===== config.mk =====
export PLATFORM = sky130hd
export DESIGN_NAME = yuvc_seq_flat
export DESIGN_NICKNAME = d
export VERILOG_FILES = /design/src/design/yuvc_pkg.sv /design/src/design/yuvc_pix_in_if.sv /design/src/design/yuvc_seq.sv /design/src/flat_wrapper.sv
export VERILOG_INCLUDE_DIRS = /design/src /design/src/design
export SDC_FILE = /design/constraint.sdc
export NUM_CORES = 1
export LEC_CHECK = 0
export ABC_AREA = 1
export BUFFER_PORTS_ARGS = -buffer_cell sky130_fd_sc_hd__buf_2
export CAP_MARGIN = 20
export CORE_MARGIN = 2
export CORE_UTILIZATION = 51
export DETAILED_ROUTE_END_ITERATION = 7
export GPL_TIMING_DRIVEN = 0
export PLACE_DENSITY = 0.77
export SYNTH_ARGS = -nofsm -noshare
export SYNTH_HDL_FRONTEND = slang
export SYNTH_SLANG_ARGS = --single-unit

===== constraint.sdc =====
create_clock -name i_clk -period 3.9 [get_ports i_clk]
set_input_delay 0.585 -clock i_clk [delete_from_list [all_inputs] [get_ports i_clk]]
set_output_delay 0.585 -clock i_clk [all_outputs]
set_load 0.01 [all_outputs]

===== src/design/assert_macros.svh =====
// Assertion macros shared by the converter modules.
// Each macro samples on i_clk and is quiet while i_rst_n is low.
`ifndef ASSERT_MACROS_SVH
`define ASSERT_MACROS_SVH

// Property must hold at every clock edge outside reset.
`define YUVC_ASSERT(label, prop, msg) \
    label: assert property (@(posedge i_clk) disable iff (!i_rst_n) (prop)) \
        else $error(msg);

// Consequent must hold in the cycle after the antecedent.
`define YUVC_ASSERT_NEXT(label, ante, cons, msg) \
    label: assert property (@(posedge i_clk) disable iff (!i_rst_n) \
        (ante) |=> (cons)) else $error(msg);

`endif


===== src/design/yuvc_pkg.sv =====
`timescale 1ns / 1ps
// ----------------------------------------------------------------------------
// yuvc_pkg
// Shared types, constants and helpers of the YUV 4:2:0 to BGRA converter.
// ----------------------------------------------------------------------------
package yuvc_pkg;

    localparam int DEF_MAX_WIDTH  = 2048;
    localparam int DEF_MAX_HEIGHT = 2048;

    // configuration port
    localparam int CFG_W     = 12;
    localparam int CFG_IDX_W = 1;
    localparam logic [CFG_W-1:0] WIDTH_RESET  = 12'd640;
    localparam logic [CFG_W-1:0] HEIGHT_RESET = 12'd480;

    typedef enum logic [CFG_IDX_W-1:0] {
        REG_IMAGE_WIDTH  = 1'b0,
        REG_IMAGE_HEIGHT = 1'b1
    } t_cfg_reg;

    // BT.601 limited-range coefficients (8 fractional bits)
    localparam int SUM_W = 20;
    localparam logic signed [SUM_W-1:0] K_Y     = 20'sd298;
    localparam logic signed [SUM_W-1:0] K_RV    = 20'sd409;
    localparam logic signed [SUM_W-1:0] K_GU    = 20'sd100;
    localparam logic signed [SUM_W-1:0] K_GV    = 20'sd208;
    localparam logic signed [SUM_W-1:0] K_BU    = 20'sd516;
    localparam logic signed [SUM_W-1:0] K_ROUND = 20'sd128;
    localparam logic signed [8:0]       Y_OFFSET = 9'sd16;
    localparam logic [7:0]              ALPHA    = 8'hFF;

    // item waiting for its chroma pair from the line buffer
    typedef struct packed {
        logic [7:0] luma;
        logic [7:0] chroma_u;
        logic [7:0] chroma_v;
        logic       use_in;     // pair comes with the item, not from memory
        logic       row_end;
        logic       frame_end;
    } t_s1;

    // fixed-point sum to 0..255: drop 8 fraction bits, saturate
    function automatic logic [7:0] f_clamp(input logic signed [SUM_W-1:0] s);
        logic [7:0] q;
        if (s[SUM_W-1]) begin
            q = 8'd0;
        end else if (|s[SUM_W-2:16]) begin
            q = 8'd255;
        end else begin
            q = s[15:8];
        end
        return q;
    endfunction

endpackage


===== src/design/yuvc_pix_in_if.sv =====
`timescale 1ns / 1ps
// ----------------------------------------------------------------------------
// yuvc_pix_in_if
// Input pixel channel: one luma sample with an optional chroma pair.
// ----------------------------------------------------------------------------
interface yuvc_pix_in_if;
    logic       valid;
    logic       ready;
    logic [7:0] luma;
    logic [7:0] chroma_u;
    logic [7:0] chroma_v;

    modport source (output valid, output luma, output chroma_u, output chroma_v,
                    input ready);
    modport sink   (input valid, input luma, input chroma_u, input chroma_v,
                    output ready);
endinterface


===== src/design/yuvc_seq.sv =====
`timescale 1ns / 1ps
// ----------------------------------------------------------------------------
// yuvc_seq
// Size registers, raster position counters and chroma line buffer access.
// ----------------------------------------------------------------------------
`include "assert_macros.svh"

module yuvc_seq import yuvc_pkg::*; #(
    parameter int MAX_WIDTH  = DEF_MAX_WIDTH,
    parameter int MAX_HEIGHT = DEF_MAX_HEIGHT,
    localparam int LINE_DEPTH = (MAX_WIDTH + 1) / 2,
    localparam int IDX_W      = (LINE_DEPTH > 1) ? $clog2(LINE_DEPTH) : 1
) (
    input  logic                 i_clk,
    input  logic                 i_rst_n,
    input  logic                 i_cfg_we,
    input  logic [CFG_IDX_W-1:0] i_cfg_idx,
    input  logic [CFG_W-1:0]     i_cfg_wdata,
    yuvc_pix_in_if.sink          i_pix,
    output t_s1                  o_s1,
    output logic                 o_s1_vld,
    input  logic                 i_take,
    output logic                 o_ram_we,
    output logic                 o_ram_re,
    output logic [IDX_W-1:0]     o_ram_addr,
    output logic [15:0]          o_ram_wdata
);

    localparam int CNT_W  = $clog2(MAX_WIDTH);
    localparam int ROW_W  = $clog2(MAX_HEIGHT);
    localparam int WSZ_W  = $clog2(MAX_WIDTH + 1);
    localparam int HSZ_W  = $clog2(MAX_HEIGHT + 1);
    localparam int WEXT_W = (CFG_W > WSZ_W) ? CFG_W : WSZ_W;
    localparam int HEXT_W = (CFG_W > HSZ_W) ? CFG_W : HSZ_W;

    logic [CFG_W-1:0]  r_width, r_height;
    logic [CNT_W-1:0]  r_col, n_col;
    logic [ROW_W-1:0]  r_row, n_row;
    logic              r_s1_vld;
    t_s1               r_s1;

    logic [WEXT_W-1:0] w_ext, w_last_ext;
    logic [HEXT_W-1:0] h_ext, h_last_ext;
    logic [CNT_W-1:0]  w_last, col;
    logic [ROW_W-1:0]  h_last, row;
    logic              last_col, last_row, acc, chroma_wr;

    // configuration writes
    always_ff @(posedge i_clk) begin
        if (!i_rst_n) begin
            r_width  <= WIDTH_RESET;
            r_height <= HEIGHT_RESET;
        end else if (i_cfg_we) begin
            unique case (t_cfg_reg'(i_cfg_idx))
                REG_IMAGE_WIDTH:  r_width  <= i_cfg_wdata;
                REG_IMAGE_HEIGHT: r_height <= i_cfg_wdata;
                default:          ;
            endcase
        end
    end

    // last column / row of the frame; zero acts as one, oversize saturates
    always_comb begin
        w_ext = WEXT_W'(r_width);
        h_ext = HEXT_W'(r_height);
        if (r_width == '0) begin
            w_last_ext = '0;
        end else if (w_ext > WEXT_W'(MAX_WIDTH)) begin
            w_last_ext = WEXT_W'(MAX_WIDTH - 1);
        end else begin
            w_last_ext = w_ext - 1'b1;
        end
        if (r_height == '0) begin
            h_last_ext = '0;
        end else if (h_ext > HEXT_W'(MAX_HEIGHT)) begin
            h_last_ext = HEXT_W'(MAX_HEIGHT - 1);
        end else begin
            h_last_ext = h_ext - 1'b1;
        end
        w_last = CNT_W'(w_last_ext);
        h_last = ROW_W'(h_last_ext);
    end

    // a counter past the end of a shrunk frame sits on the last position
    assign col      = (r_col > w_last) ? w_last : r_col;
    assign row      = (r_row > h_last) ? h_last : r_row;
    assign last_col = (col == w_last);
    assign last_row = (row == h_last);

    assign i_pix.ready = !r_s1_vld || i_take;
    assign acc         = i_pix.valid && i_pix.ready;
    assign chroma_wr   = !row[0] && !col[0];

    always_comb begin
        n_col = r_col;
        n_row = r_row;
        if (acc) begin
            if (last_col) begin
                n_col = '0;
                n_row = last_row ? '0 : row + 1'b1;
            end else begin
                n_col = col + 1'b1;
                n_row = row;
            end
        end
    end

    // one access per transaction: either store the incoming pair or fetch one.
    // Writes land before any later read, so no bypass is needed.
    assign o_ram_we    = acc && chroma_wr;
    assign o_ram_re    = acc && !chroma_wr;
    assign o_ram_addr  = IDX_W'(col >> 1);
    assign o_ram_wdata = {i_pix.chroma_u, i_pix.chroma_v};

    always_ff @(posedge i_clk) begin
        if (!i_rst_n) begin
            r_col    <= '0;
            r_row    <= '0;
            r_s1_vld <= 1'b0;
        end else begin
            r_col <= n_col;
            r_row <= n_row;
            if (acc) begin
                r_s1_vld <= 1'b1;
            end else if (i_take) begin
                r_s1_vld <= 1'b0;
            end
        end
    end

    always_ff @(posedge i_clk) begin
        if (acc) begin
            r_s1.luma      <= i_pix.luma;
            r_s1.chroma_u  <= i_pix.chroma_u;
            r_s1.chroma_v  <= i_pix.chroma_v;
            r_s1.use_in    <= chroma_wr;
            r_s1.row_end   <= last_col;
            r_s1.frame_end <= last_col && last_row;
        end
    end

    assign o_s1     = r_s1;
    assign o_s1_vld = r_s1_vld;

    `YUVC_ASSERT(a_ram_one_access, !(o_ram_we && o_ram_re), "ram read and write together")
    `YUVC_ASSERT_NEXT(a_col_wrap, acc && last_col, r_col == '0, "column did not wrap")
    `YUVC_ASSERT_NEXT(a_frame_wrap, acc && last_col && last_row, r_row == '0,
                      "row did not wrap at frame end")

endmodule


===== src/flat_wrapper.sv =====
// flat-port wrapper written by rule: the top's interface ports become plain ports
module yuvc_seq_flat import yuvc_pkg::*;
#(
    parameter int MAX_WIDTH  = DEF_MAX_WIDTH,
    parameter int MAX_HEIGHT = DEF_MAX_HEIGHT,
    localparam int LINE_DEPTH = (MAX_WIDTH + 1) / 2,
    localparam int IDX_W      = (LINE_DEPTH > 1) ? $clog2(LINE_DEPTH) : 1
)
  (i_clk, i_rst_n, i_cfg_we, i_cfg_idx, i_cfg_wdata, o_s1, o_s1_vld, i_take, o_ram_we, o_ram_re, o_ram_addr, o_ram_wdata, i_pix_valid, i_pix_luma, i_pix_chroma_u, i_pix_chroma_v, i_pix_ready);
  yuvc_pix_in_if i_pix_i ();
  input  logic i_clk;
  input  logic i_rst_n;
  input  logic i_cfg_we;
  input  logic [CFG_IDX_W-1:0] i_cfg_idx;
  input  logic [CFG_W-1:0] i_cfg_wdata;
  output t_s1 o_s1;
  output logic o_s1_vld;
  input  logic i_take;
  output logic o_ram_we;
  output logic o_ram_re;
  output logic [IDX_W-1:0] o_ram_addr;
  output logic [15:0] o_ram_wdata;
  input wire logic [$bits(i_pix_i.valid)-1:0] i_pix_valid;
  input wire logic [$bits(i_pix_i.luma)-1:0] i_pix_luma;
  input wire logic [$bits(i_pix_i.chroma_u)-1:0] i_pix_chroma_u;
  input wire logic [$bits(i_pix_i.chroma_v)-1:0] i_pix_chroma_v;
  output wire logic [$bits(i_pix_i.ready)-1:0] i_pix_ready;
  assign i_pix_i.valid = i_pix_valid;
  assign i_pix_i.luma = i_pix_luma;
  assign i_pix_i.chroma_u = i_pix_chroma_u;
  assign i_pix_i.chroma_v = i_pix_chroma_v;
  assign i_pix_ready = i_pix_i.ready;
  yuvc_seq #(.MAX_WIDTH(MAX_WIDTH), .MAX_HEIGHT(MAX_HEIGHT)) u_core (.i_clk(i_clk), .i_rst_n(i_rst_n), .i_cfg_we(i_cfg_we), .i_cfg_idx(i_cfg_idx), .i_cfg_wdata(i_cfg_wdata), .i_pix(i_pix_i), .o_s1(o_s1), .o_s1_vld(o_s1_vld), .i_take(i_take), .o_ram_we(o_ram_we), .o_ram_re(o_ram_re), .o_ram_addr(o_ram_addr), .o_ram_wdata(o_ram_wdata));
endmodule

Yosys cells after proc, flatten, opt, wreduce, memory -nomap -nowiden. Cells that the tools add are included.

Eq/ne operators: 2. Add/subtract/negate cells: 4. Order comparisons: 4. Bitwise gates (word level): 1. Reduce and logical (&&, ||, !) cells: 15. Mux-type cells: 11.

Operator list (count): $mux W11 (9); $gt A12 B12 Y1 const B (2); $logic_not A12 Y1 (2); $add A11 B1 Y11 const B (2); $eq A11 B11 Y1 (2); $gt A11 B11 Y1 (2); $sub A11 B1 Y11 const B (2); $logic_and A1 B1 Y1 (5); $logic_not A1 Y1 (4); $reduce_and A2 Y1 (2); $mux W1 (2); $reduce_bool A2 Y1 (1); $logic_or A1 B1 Y1 (1); $not A1 Y1 (1).

Input bits: 42. Bits in registers: 74.

Longest topological paths before layout.
Depth after elaboration: 9. Gate-level depth with buffers: 29.

Worst setup path before layout. Ideal clock, no wire load.

Path kind: flip-flop to flip-flop. From: register u_core.r_width[0]. To: register u_core.r_col[6]. Setup time: 65 ps. Cell stages (with the launch flop): 28. Path slack: 233 ps. Path buffers: 3. Data arrival time: 3602 ps. Cell sequence: dfxtp_1 -> inv_1 -> ha_1 -> nand2_4 -> nor2_4 -> nand2_2 -> nand2_4 -> buf_6 -> nand3_1 -> nand2_1 -> ha_1 -> nand2_1 -> inv_2 -> nand2_1 -> nor2_1 -> nand2_1 -> nand3_2 -> nand2_4 -> buf_6 -> buf_6 -> o21ai_1 -> ha_1 -> inv_1 -> nor2_2 -> nand3_1 -> xor2_1 -> o21a_1 -> nor2_1.

Word-level cells in the longest chain between the ends: 7. Elaborated cells between the ends (all ways): 10. Those cells by class: 2 x add/sub; 2 x order compare; 1 x eq/ne; 4 x mux; 1 x reduce/logical.

RTL lines: from (decl) (line yuvc_seq.sv:36) `logic [CFG_W-1:0] r_width, r_height;`; from (signal assigned) (line yuvc_seq.sv:55) `REG_IMAGE_WIDTH: r_width <= i_cfg_wdata;`; $sub A11 B1 Y11 / $gt A12 B12 Y1 (equally long branches) (line yuvc_seq.sv:71, yuvc_seq.sv:68); $mux W11 (line yuvc_seq.sv:68) `end else if (w_ext > WEXT_W'(MAX_WIDTH)) begin`; $mux W11 * (line yuvc_seq.sv:66) `if (r_width == '0) begin`; $gt A11 B11 Y1 (line yuvc_seq.sv:85) `assign col = (r_col > w_last) ? w_last : r_col;`; $mux W11 * (line yuvc_seq.sv:85); named net o_ram_addr[0] (line flat_wrapper.sv:21) `output logic [IDX_W-1:0] o_ram_addr;`; $add A11 B1 Y11 / $eq A11 B11 Y1 (equally long branches) (line yuvc_seq.sv:102, yuvc_seq.sv:87); $mux W11 * (line yuvc_seq.sv:98) `if (last_col) begin`; to (signal assigned) (line yuvc_seq.sv:121) `r_col <= n_col;`; to (decl) (line yuvc_seq.sv:37) `logic [CNT_W-1:0] r_col, n_col;`.

The timed path passes the listed nets; every way through them passes the cells marked *. A chain may end at the register's enable or synchronous reset.

Final worst setup path.
From: register u_core.r_width[0]. To: output port o_ram_addr[3].

Word-level cells in the longest chain between the ends: 5. Elaborated cells between the ends (all ways): 7. Those cells by class: 1 x add/sub; 2 x order compare; 3 x mux; 1 x reduce/logical.

RTL lines (line): $sub A11 B1 Y11 / $gt A12 B12 Y1 (equally long branches) (yuvc_seq.sv:71, yuvc_seq.sv:68); $mux W11 (yuvc_seq.sv:68); $mux W11 * (yuvc_seq.sv:66); $gt A11 B11 Y1 (yuvc_seq.sv:85); $mux W11 * (yuvc_seq.sv:85); to (decl) (flat_wrapper.sv:21).

Every way passes the cells marked *; elsewhere a longest branch is shown, timed or not.

==> run summary <==
The post-detailed-placement half-perimeter wirelength was 10500 µm; the via count of the routed design was 5521. Across every metal layer, demand over resource in global routing totals 24.6%. The core region is 9860 µm².

STA classifies the critical path startpoint as a flop. The library cells used most frequently in the layout, excluding fill and tap cells, are sky130_fd_sc_hd__nand2_1, sky130_fd_sc_hd__buf_2, sky130_fd_sc_hd__inv_1. Across the VDD grid, the largest voltage drop is 0.000250 V. Pin placement for this block handled 99 I/O pins.

The maximum count of clock buffers along a single path was 2. The post-synthesis sequential element count is 74, and the data required time of the critical path is 3310 ps. At the end of routability-driven placement, the weighted congestion stood at 0.949.

The wire length of the first global-routing pass was 22600 µm. By area the synthesized netlist is led by sky130_fd_sc_hd__dfxtp_1, sky130_fd_sc_hd__nand2_1, sky130_fd_sc_hd__edfxtp_1. The final hold violation count is 0, and the slew at the pin with the worst max-slew slack is 1050 ps. The worst hold path belongs to the class in2reg. The reported leakage power is 3.22 nW, and the power density over the cells is 292 nW/µm². Before antenna repair, the detailed router went through 7 iterations. The cell sitting at the root of the clock tree is a sky130_fd_sc_hd__clkbuf_8. The run gives 14100 µm as the wire length reported by the detailed router.

The critical path is of the reg2out type. TritonCTS built the clock tree. Counting flops with an async set or reset pin after synthesis yields a share of 0%.

The flow ran to the end, and the final reports show no timing, DRC or antenna violations. At the end of the flow, the number of nets in the layout was 975. The initial antenna violation count came out at 0.

The die width came out at 105 µm. The dominant cell type by area after synthesis is sky130_fd_sc_hd__dfxtp_1. The average instance in the mapped netlist occupies 6.87 µm².

The violation count after the first detailed-route iteration was 310. The area growth from synthesis to layout is 28.6%. For this run, design rule violations remaining after detail routing come to 0.

Buffers inserted during clock tree synthesis total 9. The count of standard-cell rows was 36. Of all nets on the critical path, the largest fanout is 10. After detailed routing, the average wire length per cell comes to 13.4 µm.

Fraction of layout instances using a drive strength above 1: 30.9%. The floorplan step defined a die boundary enclosing 11100 µm². The clock reaches the later pin of the worst-skew pair after 360 ps.

The run gives 52.9% as the effective utilization at floorplan. Registers take 1760 µm². From bottom edge to top edge, the die measures 105 µm. The run gives 5088 as the number of global-route vias before repair.

The total power is 1.96 mW. The top cell type's share of synthesized area works out to 18.0%. For the worst setup path, the data arrival time is 3150 ps. The synthesized design contains 27 enable-type register cells.

The layout has 828 filler cells. For this design, the CTS-stage hold fixing added 0 buffers. The cell area that synthesis handed to floorplanning was 5220 µm². The final cycle utilization of the critical path was 95.8%; the fraction of the core area covered by cells at the end of the flow was 68.0%. Sequential cells were found to cover 33.6% of the synthesized design area. The count of input and output buffers was 98; the final number of setup-violating endpoints was 0. In this run the number of H-tree levels came out at 3. The run gives 0 as the final antenna diode count.

Endpoint type of the worst setup path: an output port. The multi-input combinational cells in the finished layout cover a total of 3180 µm². Between clock sinks in the finished design, the worst skew comes to 15.5 ps. The run gives 0 as the final-report max-slew violation count. The number of nets produced by synthesis was 828. Measured against its own limit, the worst slew margin works out to 30.0%.

Clock edge transition at the registers on the reported setup and hold paths: 90 ps. Dividing the detail-routed via count by the number of cells gives 5.28. Most common cell after layout, fill and taps aside: sky130_fd_sc_hd__nand2_1. The tree built by TritonCTS fans out to 74 sinks.

Entering global routing, the biggest net connects 29 pins. The run gives 0 as the count of maximum capacitance violations. The highest clock rate was 0.268 GHz; the post-synthesis cell count was 760.

In this run, distinct cell masters in the synthesized netlist total 40. The logs give 0 for the overflow left after global routing and 0 for the final antenna-violating net count. During synthesis, Yosys emitted a total of 0 warnings.

The routed design could run at a clock period as short as 3740 ps. Most common flop cell mapped by yosys: sky130_fd_sc_hd__dfxtp_1.
[final cells by class]
| type | count | share of cell area, % |
|---|---|---|
| multi-input cells | 561 | 47.4 |
| clock inverters | 7 | 1.25 |
| clock buffers | 9 | 1.85 |
| flip-flops and latches | 74 | 26.2 |
| repair buffers | 137 | 11.7 |
| plain buffers | 34 | 3.99 |
| inverters | 90 | 5.14 |
| well taps | 133 | 2.48 |
[cell families after synthesis]
group           share of synthesized area [%]
fa+ha+maj                                6.23
buf+inv                                  11.0
flops                                    33.6
compound gates                           12.6
xor+xnor                                 1.51
simple gates                             35.1
[final timing paths]
kind	start	endpoint	slack [ps]	cells after the start
max reg2reg	u_core.r_width[0]	u_core.r_col[6]	270	27
max	u_core.r_width[0]	o_ram_addr[3]	160	21
min	i_pix_luma[7]	u_core.o_s1[26]	400	1
min reg2reg	u_core.h_ext[1]	u_core.h_ext[1]	500	2
[metrics by stage]
stage / cell area [µm²] / cells / hold WS (ps) / worst slack, ps / setup TNS, ps
after floorplan: 5220 / 760 / 447 / 233 / 0
after global placement: 5880 / 991 / 466 / -417 / -1360
after detailed placement: 5880 / 991 / 472 / -476 / -2420
after CTS: 6260 / 1015 / 384 / -59.6 / -85.1
after global routing: 6710 / 1045 / 373 / -64.4 / -220
final: 6710 / 1045 / 398 / 164 / 0
[critical path, stage by stage, from the launching register on]
cell and delay, ps:
sky130_fd_sc_hd__dfxtp_4 380, sky130_fd_sc_hd__inv_6 50, sky130_fd_sc_hd__ha_4 170, sky130_fd_sc_hd__nand2_4 110
sky130_fd_sc_hd__nor2_4 50, sky130_fd_sc_hd__nand2_2 70, sky130_fd_sc_hd__nand2_4 80, sky130_fd_sc_hd__buf_8 150
sky130_fd_sc_hd__nand3_1 90, sky130_fd_sc_hd__nand2_2 90, sky130_fd_sc_hd__ha_1 280, sky130_fd_sc_hd__nand2_1 50
sky130_fd_sc_hd__inv_1 60, sky130_fd_sc_hd__nand2_2 80, sky130_fd_sc_hd__nor2_4 110, sky130_fd_sc_hd__nand2_2 80
sky130_fd_sc_hd__nand3_4 90, sky130_fd_sc_hd__nand2_4 70, sky130_fd_sc_hd__buf_8 130, sky130_fd_sc_hd__buf_8 130
sky130_fd_sc_hd__o21ai_2 280, sky130_fd_sc_hd__buf_2 200
[synth_stat cells, types with 5 or more instances]
| master | count |
|---|---|
| sky130_fd_sc_hd__edfxtp_1 | 27 |
| sky130_fd_sc_hd__nor2_2 | 6 |
| sky130_fd_sc_hd__inv_2 | 7 |
| sky130_fd_sc_hd__nand2_1 | 224 |
| sky130_fd_sc_hd__nand3_1 | 68 |
| sky130_fd_sc_hd__clkbuf_1 | 9 |
| sky130_fd_sc_hd__a21oi_1 | 49 |
| sky130_fd_sc_hd__nand3b_1 | 5 |
| sky130_fd_sc_hd__nor2_1 | 64 |
| sky130_fd_sc_hd__ha_1 | 26 |
| sky130_fd_sc_hd__xor2_1 | 6 |
| sky130_fd_sc_hd__o21ai_0 | 39 |
| sky130_fd_sc_hd__o21ai_2 | 5 |
| sky130_fd_sc_hd__nand4_1 | 21 |
| sky130_fd_sc_hd__buf_4 | 18 |
| sky130_fd_sc_hd__dfxtp_1 | 47 |
| sky130_fd_sc_hd__o21ai_1 | 10 |
| sky130_fd_sc_hd__o211ai_1 | 6 |
| sky130_fd_sc_hd__inv_1 | 83 |
[state kept, by name, indices dropped and copies added, names as in the netlist]
register and cells:
u_core.r_width 12, u_core.o_s1_vld 1, u_core.h_ext 12, u_core.o_s1 27, u_core.r_col 11, u_core.r_row 11
[power breakdown]
| group | total, mW | switching [mW] | leakage (nW) | internal (mW) |
|---|---|---|---|---|
| sequential | 0.862 | 0.0235 | 0.647 | 0.838 |
| combinational | 0.468 | 0.290 | 2.47 | 0.178 |
| clock | 0.629 | 0.323 | 0.102 | 0.307 |
| total | 1.96 | 0.637 | 3.22 | 1.32 |
[routing by layer]
layer	vias to the layer above	track usage, %	routed length, µm
met3	34	4.43	648
met1	2532	28.6	5800
li1	2783	-	-
met4	0	9.43	348
met2	172	44.6	7250
met5	-	0	0
[what timing repair did]
action / CTS / global route
resized for setup: 37 / 62
cloned: 0 / 0
endpoints found under the setup margin: 29 / 33
setup buffers: 8 / 31
pin swaps: 7 / 21
Power figures use the tool's default switching activity.
